===== config.mk =====
export PLATFORM = sky130hd
export DESIGN_NAME = indexed_list_engine_unit
export DESIGN_NICKNAME = d
export VERILOG_FILES = /design/src/sv/ile_pkg.sv /design/src/sv/indexed_list_engine_unit.sv
export VERILOG_INCLUDE_DIRS = /design/src /design/src/sv
export SDC_FILE = /design/constraint.sdc
export NUM_CORES = 2
export LEC_CHECK = 0
export BUFFER_PORTS_ARGS = -buffer_cell sky130_fd_sc_hd__clkbuf_2
export CELL_PAD_IN_SITES_DETAIL_PLACEMENT = 1
export CELL_PAD_IN_SITES_GLOBAL_PLACEMENT = 2
export CORE_ASPECT_RATIO = 0.8
export CORE_MARGIN = 10
export CORE_UTILIZATION = 39
export CTS_CLUSTER_DIAMETER = 60
export DETAILED_ROUTE_END_ITERATION = 10
export PLACE_DENSITY_LB_ADDON = 0.1
export SYNTH_ARGS = -nofsm -noshare
export SYNTH_HDL_FRONTEND = slang
export SYNTH_SLANG_ARGS = --single-unit

===== constraint.sdc =====
create_clock -name clock -period 13.6 [get_ports clock]
set_input_delay 2.72 -clock clock [delete_from_list [all_inputs] [get_ports clock]]
set_output_delay 2.72 -clock clock [all_outputs]
set_load 0.02 [all_outputs]

===== src/sv/indexed_list_engine_unit_defines.svh =====
// Assertion macros shared by the indexed list engine RTL.
`ifndef INDEXED_LIST_ENGINE_UNIT_DEFINES_SVH
`define INDEXED_LIST_ENGINE_UNIT_DEFINES_SVH

// Consequent must hold in the same cycle as the antecedent.
`define ILE_ASSERT_SAME(name, clk, rst, ante, cons, msg) \
   name: assert property (@(posedge clk) disable iff (rst) (ante) |-> (cons)) \
      else $error(msg);

// Consequent must hold in the cycle after the antecedent.
`define ILE_ASSERT_NEXT(name, clk, rst, ante, cons, msg) \
   name: assert property (@(posedge clk) disable iff (rst) (ante) |=> (cons)) \
      else $error(msg);

`endif


===== src/sv/ile_pkg.sv =====
// Types and constants of the indexed list engine.
`timescale 1ns / 1ps

package ile_pkg;

   localparam int DEPTH   = 64;
   localparam int ADDR_W  = 6;   // bits to address DEPTH entries
   localparam int COUNT_W = 7;   // bits to hold 0 .. DEPTH
   localparam int DATA_W  = 32;

   typedef logic [ADDR_W-1:0]  addr_type;
   typedef logic [COUNT_W-1:0] count_type;

   localparam count_type COUNT_FULL = COUNT_W'(DEPTH);

   typedef enum logic [3:0] {
      CMD_INS_FRONT = 4'd0,
      CMD_INS_BACK  = 4'd1,
      CMD_INS_AT    = 4'd2,
      CMD_RM_FRONT  = 4'd3,
      CMD_RM_BACK   = 4'd4,
      CMD_RM_AT     = 4'd5,
      CMD_READ      = 4'd6,
      CMD_WRITE     = 4'd7,
      CMD_CLEAR     = 4'd8
   } cmd_type;

   typedef enum logic [1:0] {
      ST_OK     = 2'd0,
      ST_EMPTY  = 2'd1,
      ST_BADIDX = 2'd2,
      ST_FULL   = 2'd3
   } status_type;

   typedef struct packed {
      logic [3:0]               cmd;
      logic [COUNT_W-1:0]       index;
      logic signed [DATA_W-1:0] value;
   } req_type;

   typedef struct packed {
      logic signed [DATA_W-1:0] read_value;
      logic [1:0]               status;
      logic [COUNT_W-1:0]       count;
   } rsp_type;

endpackage


===== src/sv/indexed_list_engine_unit.sv =====
// Indexed list engine: ordered list of signed words with positional commands.
`timescale 1ns / 1ps
//
// Usage
//  - Command channel: drive req_word and raise start; the word is taken at a
//    rising edge where start is high and busy is low.
//  - Result channel: exactly one result word per command, shown on rsp_word
//    for one cycle with rsp_valid high. The receiver cannot stall it.
// Result path (command taken to rsp_valid high)
//  - error results, write, clear, unused codes: result registered from idle
//  - read: idle, then S_RD_RESP with the RAM data
//  - insert/remove at the tail: idle, then S_FINAL
//  - insert/remove with a shift: idle, S_SHIFT over N entries moved (max 63), S_FINAL
//  - busy drops in the cycle rsp_valid rises, so the next command can be
//    taken while the result is still on the ports.
// A new command is taken only once busy is low again after the last one. A shift
// is bound by the element RAM moving one entry per cycle: one address is read
// while the word read the cycle before is written one place over.
// Reset: synchronous, active high; count goes to zero, the sequencer to idle.
// RAM contents are not cleared; only positions below count are ever read.
//
module indexed_list_engine_unit (
   input  logic            clock,
   input  logic            reset,
   input  logic            start,
   output logic            busy,
   input  ile_pkg::req_type req_word,
   output logic            rsp_valid,
   output ile_pkg::rsp_type rsp_word
);

`include "indexed_list_engine_unit_defines.svh"

   typedef enum logic [1:0] {
      S_IDLE,
      S_SHIFT,
      S_FINAL,
      S_RD_RESP
   } state_type;

   // sequencer state
   state_type                  state_ff, state_in;
   ile_pkg::addr_type          ptr_ff, ptr_in;        // next read address
   ile_pkg::addr_type          last_ff, last_in;      // last read address
   ile_pkg::addr_type          pos_ff, pos_in;        // insert position
   logic signed [31:0]         val_ff, val_in;
   logic                       ins_ff, ins_in;        // 1 insert, 0 remove
   logic                       rd_act_ff, rd_act_in;
   logic                       wr_pend_ff, wr_pend_in;
   ile_pkg::addr_type          wr_addr_ff, wr_addr_in;
   ile_pkg::count_type         count_ff, count_in;
   logic                       rsp_valid_ff, rsp_valid_in;
   ile_pkg::rsp_type           rsp_word_ff, rsp_word_in;

   // element RAM
   logic signed [31:0]         mem [ile_pkg::DEPTH];
   logic signed [31:0]         rd_data_ff;
   logic                       mem_we;
   ile_pkg::addr_type          mem_wa, mem_ra;
   logic signed [31:0]         mem_wd;

   ile_pkg::count_type         pos_sel;
   ile_pkg::count_type         count_m1;

   assign count_m1 = count_ff - ile_pkg::COUNT_W'(1);

   // position chosen by the command
   always_comb begin
      case (req_word.cmd) inside
         ile_pkg::CMD_INS_BACK: pos_sel = count_ff;
         ile_pkg::CMD_RM_BACK:  pos_sel = count_m1;
         ile_pkg::CMD_INS_AT, ile_pkg::CMD_RM_AT,
         ile_pkg::CMD_READ, ile_pkg::CMD_WRITE: pos_sel = req_word.index;
         default:               pos_sel = '0;
      endcase
   end

   always_comb begin
      state_in     = state_ff;
      ptr_in       = ptr_ff;
      last_in      = last_ff;
      pos_in       = pos_ff;
      val_in       = val_ff;
      ins_in       = ins_ff;
      rd_act_in    = rd_act_ff;
      wr_pend_in   = 1'b0;
      wr_addr_in   = wr_addr_ff;
      count_in     = count_ff;
      rsp_valid_in = 1'b0;
      rsp_word_in  = rsp_word_ff;
      mem_we       = 1'b0;
      mem_wa       = wr_addr_ff;
      mem_wd       = rd_data_ff;
      mem_ra       = ptr_ff;

      unique case (state_ff)
         S_IDLE: begin
            mem_ra = req_word.index[ile_pkg::ADDR_W-1:0];
            if (start) begin
               rsp_word_in.read_value = '0;
               rsp_word_in.status     = ile_pkg::ST_OK;
               rsp_word_in.count      = count_ff;
               rsp_valid_in           = 1'b1;
               case (req_word.cmd) inside
                  ile_pkg::CMD_INS_FRONT, ile_pkg::CMD_INS_BACK,
                  ile_pkg::CMD_INS_AT: begin
                     if (count_ff == ile_pkg::COUNT_FULL) begin
                        rsp_word_in.status = ile_pkg::ST_FULL;
                     end else if (pos_sel > count_ff) begin
                        rsp_word_in.status = ile_pkg::ST_BADIDX;
                     end else begin
                        rsp_valid_in = 1'b0;
                        ins_in       = 1'b1;
                        pos_in       = pos_sel[ile_pkg::ADDR_W-1:0];
                        val_in       = req_word.value;
                        ptr_in       = count_m1[ile_pkg::ADDR_W-1:0];
                        last_in      = pos_sel[ile_pkg::ADDR_W-1:0];
                        rd_act_in    = 1'b1;
                        // appending at the tail needs no shift
                        state_in     = (pos_sel == count_ff) ? S_FINAL : S_SHIFT;
                     end
                  end
                  ile_pkg::CMD_RM_FRONT, ile_pkg::CMD_RM_BACK,
                  ile_pkg::CMD_RM_AT: begin
                     if (count_ff == '0) begin
                        rsp_word_in.status = ile_pkg::ST_EMPTY;
                     end else if (pos_sel >= count_ff) begin
                        rsp_word_in.status = ile_pkg::ST_BADIDX;
                     end else begin
                        rsp_valid_in = 1'b0;
                        ins_in       = 1'b0;
                        ptr_in       = pos_sel[ile_pkg::ADDR_W-1:0]
                                       + ile_pkg::ADDR_W'(1);
                        last_in      = count_m1[ile_pkg::ADDR_W-1:0];
                        rd_act_in    = 1'b1;
                        // dropping the tail needs no shift
                        state_in     = (pos_sel == count_m1) ? S_FINAL : S_SHIFT;
                     end
                  end
                  ile_pkg::CMD_READ, ile_pkg::CMD_WRITE: begin
                     if (count_ff == '0) begin
                        rsp_word_in.status = ile_pkg::ST_EMPTY;
                     end else if (req_word.index >= count_ff) begin
                        rsp_word_in.status = ile_pkg::ST_BADIDX;
                     end else if (req_word.cmd == ile_pkg::CMD_READ) begin
                        // RAM read issued this cycle, data next cycle
                        rsp_valid_in = 1'b0;
                        state_in     = S_RD_RESP;
                     end else begin
                        mem_we = 1'b1;
                        mem_wa = req_word.index[ile_pkg::ADDR_W-1:0];
                        mem_wd = req_word.value;
                     end
                  end
                  ile_pkg::CMD_CLEAR: begin
                     count_in          = '0;
                     rsp_word_in.count = '0;
                  end
                  default: ;
               endcase
            end
         end

         S_SHIFT: begin
            // write back the word read last cycle while reading the next
            mem_we = wr_pend_ff;
            if (rd_act_ff) begin
               wr_pend_in = 1'b1;
               wr_addr_in = ins_ff ? (ptr_ff + ile_pkg::ADDR_W'(1))
                                   : (ptr_ff - ile_pkg::ADDR_W'(1));
               if (ptr_ff == last_ff) begin
                  rd_act_in = 1'b0;
               end else begin
                  ptr_in = ins_ff ? (ptr_ff - ile_pkg::ADDR_W'(1))
                                  : (ptr_ff + ile_pkg::ADDR_W'(1));
               end
            end else if (wr_pend_ff) begin
               state_in = S_FINAL;
            end
         end

         S_FINAL: begin
            if (ins_ff) begin
               mem_we   = 1'b1;
               mem_wa   = pos_ff;
               mem_wd   = val_ff;
               count_in = count_ff + ile_pkg::COUNT_W'(1);
            end else begin
               count_in = count_m1;
            end
            rsp_word_in.read_value = '0;
            rsp_word_in.status     = ile_pkg::ST_OK;
            rsp_word_in.count      = count_in;
            rsp_valid_in           = 1'b1;
            state_in               = S_IDLE;
         end

         S_RD_RESP: begin
            rsp_word_in.read_value = rd_data_ff;
            rsp_word_in.status     = ile_pkg::ST_OK;
            rsp_word_in.count      = count_ff;
            rsp_valid_in           = 1'b1;
            state_in               = S_IDLE;
         end

         default: state_in = S_IDLE;
      endcase
   end

   always_ff @(posedge clock) begin
      if (reset) begin
         state_ff     <= S_IDLE;
         count_ff     <= '0;
         rd_act_ff    <= 1'b0;
         wr_pend_ff   <= 1'b0;
         rsp_valid_ff <= 1'b0;
      end else begin
         state_ff     <= state_in;
         count_ff     <= count_in;
         rd_act_ff    <= rd_act_in;
         wr_pend_ff   <= wr_pend_in;
         rsp_valid_ff <= rsp_valid_in;
         ptr_ff       <= ptr_in;
         last_ff      <= last_in;
         pos_ff       <= pos_in;
         val_ff       <= val_in;
         ins_ff       <= ins_in;
         wr_addr_ff   <= wr_addr_in;
         rsp_word_ff  <= rsp_word_in;
      end
   end

   // element RAM: one write port, one registered read port
   always_ff @(posedge clock) begin
      if (mem_we) begin
         mem[mem_wa] <= mem_wd;
      end
      rd_data_ff <= mem[mem_ra];
   end

   assign busy      = (state_ff != S_IDLE);
   assign rsp_valid = rsp_valid_ff;
   assign rsp_word  = rsp_word_ff;

   `ILE_ASSERT_SAME(a_count_bound, clock, reset, 1'b1,
                    count_ff <= ile_pkg::COUNT_FULL, "count above depth")
   `ILE_ASSERT_NEXT(a_accept_progress, clock, reset, start && !busy,
                    rsp_valid || busy, "command dropped")
   `ILE_ASSERT_SAME(a_rsp_idle, clock, reset, rsp_valid, !busy, "result shown while busy")
   `ILE_ASSERT_SAME(a_full_count, clock, reset,
                    rsp_valid && (rsp_word.status == ile_pkg::ST_FULL),
                    rsp_word.count == ile_pkg::COUNT_FULL, "full status on list not full")

endmodule


==> impl_results.md <==
- First-pass GRT wire length: approximately 400 mm
- Post-cts sizing count: 0
- Final Cycle Share: approximately half
- Number of DRC markers in iteration 0: ~6500
- Power per cell area: about 160 mW/mm2
- Die H: 440 um
- Routed vias: 53200
- Cell taking the most area after synthesis: edfxtp_1
- Die outline area: 0.239 mm2
- Tightest slew margin relative to the limit: about a tenth
- Antenna Nets Post-Route: 0
- Clock H-tree levels: 4
- First-pass iteration count of the detailed router: 8
- Seq/Total Area, Yosys: between 70% and 80%
- Starting Density: between 30% and 40%
- Number of filler cells placed in the layout: about 21000
- Mean number of vias per cell: ~5.8
- Register bit count reported by yosys: between 2000 and 2500
- Storage element area: 0.0653 mm2
- Cell chain of the critical path: clkbuf_2 -> or4b_1 -> o21ai_0 -> a221oi_1 -> inv_1 -> ha_1 -> a21oi_1 -> a31oi_1 -> or2_2 -> or3_1 -> a221oi_1 -> nor3b_1
- Setup TNS: 0 ns
- Synthesized Nets: between 6000 and 7000
- Placeable core region: around 0.22 mm2
- Standard-cell rows: around 150
- Run status: finished clean
- Gr usage total: a little under a quarter
- Area of all placed cells without fillers: a little under 0.1 mm2
- Internal power: 11.6 mW
- Number of warnings issued by yosys: 0
- CTS tree: done
- CP Launch Type: primary input
- Area growth syn-to-layout: 13.6%
- Library cell used as clock root buffer: clkbuf_16
- Hold Fails Final Rpt: 0
- Peak supply drop: between 0.0001 and 0.00015 V
- Area after detailed placement: roughly 0.09 mm2
- Number of buffers inserted by port buffering: roughly 90
- Type of the worst min-delay path: reg2reg
- Area of the mapped netlist: roughly 0.086 mm2
- Pre-CTS setup slack: roughly 6 ns
- Clk slew on worst S/H paths: about 0.060 ns
- Slew Viols, Final: 0
- Crit Path Class: in2reg
- Post-CTS setup buffer count: 0
- Area of the multi-input gates: 0.0197 mm2
- Clk sink count: approximately 2200
- Hpwl dp: about 170 mm
- Post-layout min period: 6.87 ns
- Number of global-route vias before repair: 52200
- Count of hold-fix buffers inserted at cts: 0
- Net count, final: 6120
- Dpl cells: approximately 8700
- Arrival @ worst endpoint: between 7 and 8 ns
- Worst-case setup margin in the final layout: 6.73 ns
- Final setup skew: between 0.04 and 0.05 ns
- EDFF count, synth: 2146
- Die width: approximately 540 um
- Cell with the largest stage delay on the worst path: nor3b_1
- Overall power consumption: approximately 16 mW
- Count of unresolved DRC violations after routing: 0
- Final weighted congestion in routability-driven placement: roughly 0.82
- Most frequent cell on the critical path: a221oi_1
- Clock group share of total power: 37.7%
- Switching component of the power: between 4 and 5 mW
- Largest buffer count on any clock path: 4
- Mean area per synthesized cell: approximately 14 um2
- Number of top-level design ports: 89
- Proportion of total power due to net switching: around 27%
- Synth top area share: between 70% and 80%
- Most frequent cells in the layout: edfxtp_1 (2146), nand2_1 (1509), a31oi_1 (355)
- Congestion Overflow GR: 0
- Number of max-cap violations: 0
- Leading cell type in the layout, fill and taps excluded: edfxtp_1
- Antenna violations before repair: 25
- RSZ-0062 raised after global routing: false
- Post-layout utilization of the core: 44.7%
- Fraction of layout instances using a drive strength above 1: between 10% and 20%
- Fmax: about 150 MHz
- Gate Count Post-Synth: 5951
- Most area-consuming cells after synthesis: edfxtp_1 (75%), nand2_1 (6.7%), mux2i_1 (3.8%)
- Part of the total power dissipated in sequential elements: 50.6%
- Proportion of synthesized flip-flops having asynchronous set or reset: 0%
- Kind of end point of the critical path: flop
- Top flip-flop cell by instance count after synthesis: edfxtp_1
- Critical Path RT: between 10 and 15 ns
- Netlist cell types: 82
- Pin count of the biggest net entering global routing: around 140
- Total Routed Length: around 290 mm
- Setup-failing EPs final: 0
- Share of power burned in combinational logic: roughly an eighth
- Post-route non-filler standard cell count: ~9000
- TritonCTS Buffers: 230
- Critical-path maximum fanout: 18
- Largest stage delay, worst path: about 0.95 ns
- Latest clock arrival within the worst-skew pair: about 0.9 ns
- Detailed-route wire length per cell: between 30 and 40 um
- Leakage power: about 33 nW
- Hold WS: about 0.53 ns
- Transition time at the pin with the least slew margin: between 1 and 1.5 ns
[Yosys cell counts (all sizes together) (4+ instances only)]
library cell and n:
nand4 39, and2 6, nor2b 7, xnor2 19
o32ai 4, and3 167, nor2 80, o22ai 8
inv 23, o211ai 8, nand2 1542, nand3b 4
a22oi 34, a31oi 363, edfxtp 2146, or3 8
nor3 31, a221oi 6, a21oi 33, o21ai 36
ha 19, nand3 284, a32oi 225, dfxtp 44
a222oi 32, nor3b 4, mux2i 328, a211oi 5
clkbuf 268, xor2 10, buf 112, a2111oi 4
[layer usage]
layer / global-route usage, % / wire [um] / vias to the layer above / part of all wire [%]
met5: 0 / 23 / - / 0.0079
met4: 4.89 / 5760 / 4 / 2.0
met3: 4.26 / 22400 / 323 / 7.6
met2: 35.2 / 128000 / 1859 / 44
met1: 36.7 / 137000 / 28100 / 47
li1: - / - / 22900 / -
[registers in the layout, indices dropped and copies added (netlist names)]
register    flops
wr_addr_ff      6
val_ff         32
rd_act_ff       1
last_ff         6
count_ff        7
state_ff        2
ptr_ff          6
rd_data_ff     32
pos_ff          6
rsp_word       41
wr_pend_ff      1
rsp_valid       1
ins_ff          1
mem          2048
[layout make-up]
| cell class | instances | area share (%) |
|---|---|---|
| Tap cell | 2867 | 3.68 |
| Inverter | 25 | 0.0962 |
| Timing Repair Buffer | 252 | 1.88 |
| Antenna cell | 14 | 0.0359 |
| Clock buffer | 279 | 6.18 |
| Sequential cell | 2190 | 67.0 |
| Clock inverter | 138 | 0.960 |
| Multi-Input combinational cell | 3356 | 20.2 |
[cells by family (layout without fill, tap and decap cells)]
logic type	Yosys count	in the layout	synth area share, %
buffers and inverters	405	694	1.89
xor gates and xnor gates	29	29	0.296
adders and majority gates	19	19	0.277
and+or+nand+nor	2189	2189	10.9
AOI/OAI and AO/OA	789	789	6.73
muxes	330	330	3.85
DFF	2190	2190	76.1
other	0	14	0
[worst max-delay path: cells and delay by family]
family	cells	cell delay (ns)
compound gates	5	1.68
buf+inv	2	0.55
fa+ha+maj	1	0.38
simple gates	4	2.02
[worst paths after layout]
check / startpoint / end / slack (ns) / cells after the start
max: req_word[42] / last_ff[0]$_DFFE_PP_ / 6.73 / 12
min: rd_act_ff$_SDFFE_PP0P_ / wr_pend_ff$_SDFF_PP0_ / 0.53 / 1
max reg2reg: state_ff[1]$_SDFFE_PP0P_ / rd_data_ff[25]$_DFF_P_ / 7.84 / 12
min reg2reg: rd_act_ff$_SDFFE_PP0P_ / wr_pend_ff$_SDFF_PP0_ / 0.53 / 1
[power groups by stage]
stage          clock network [mW]  logic [mW]  registers, mW
6_report                     5.98        1.85           8.03
2_1_floorplan                   0       0.844           8.10
4_1_cts                      6.11        1.86           8.01
3_3_place_gp                    0        1.82           8.16
3_5_place_dp                    0        1.86           8.16
5_1_grt                      6.37        1.96           8.02
No activity file was read; power rests on OpenSTA's default activity.
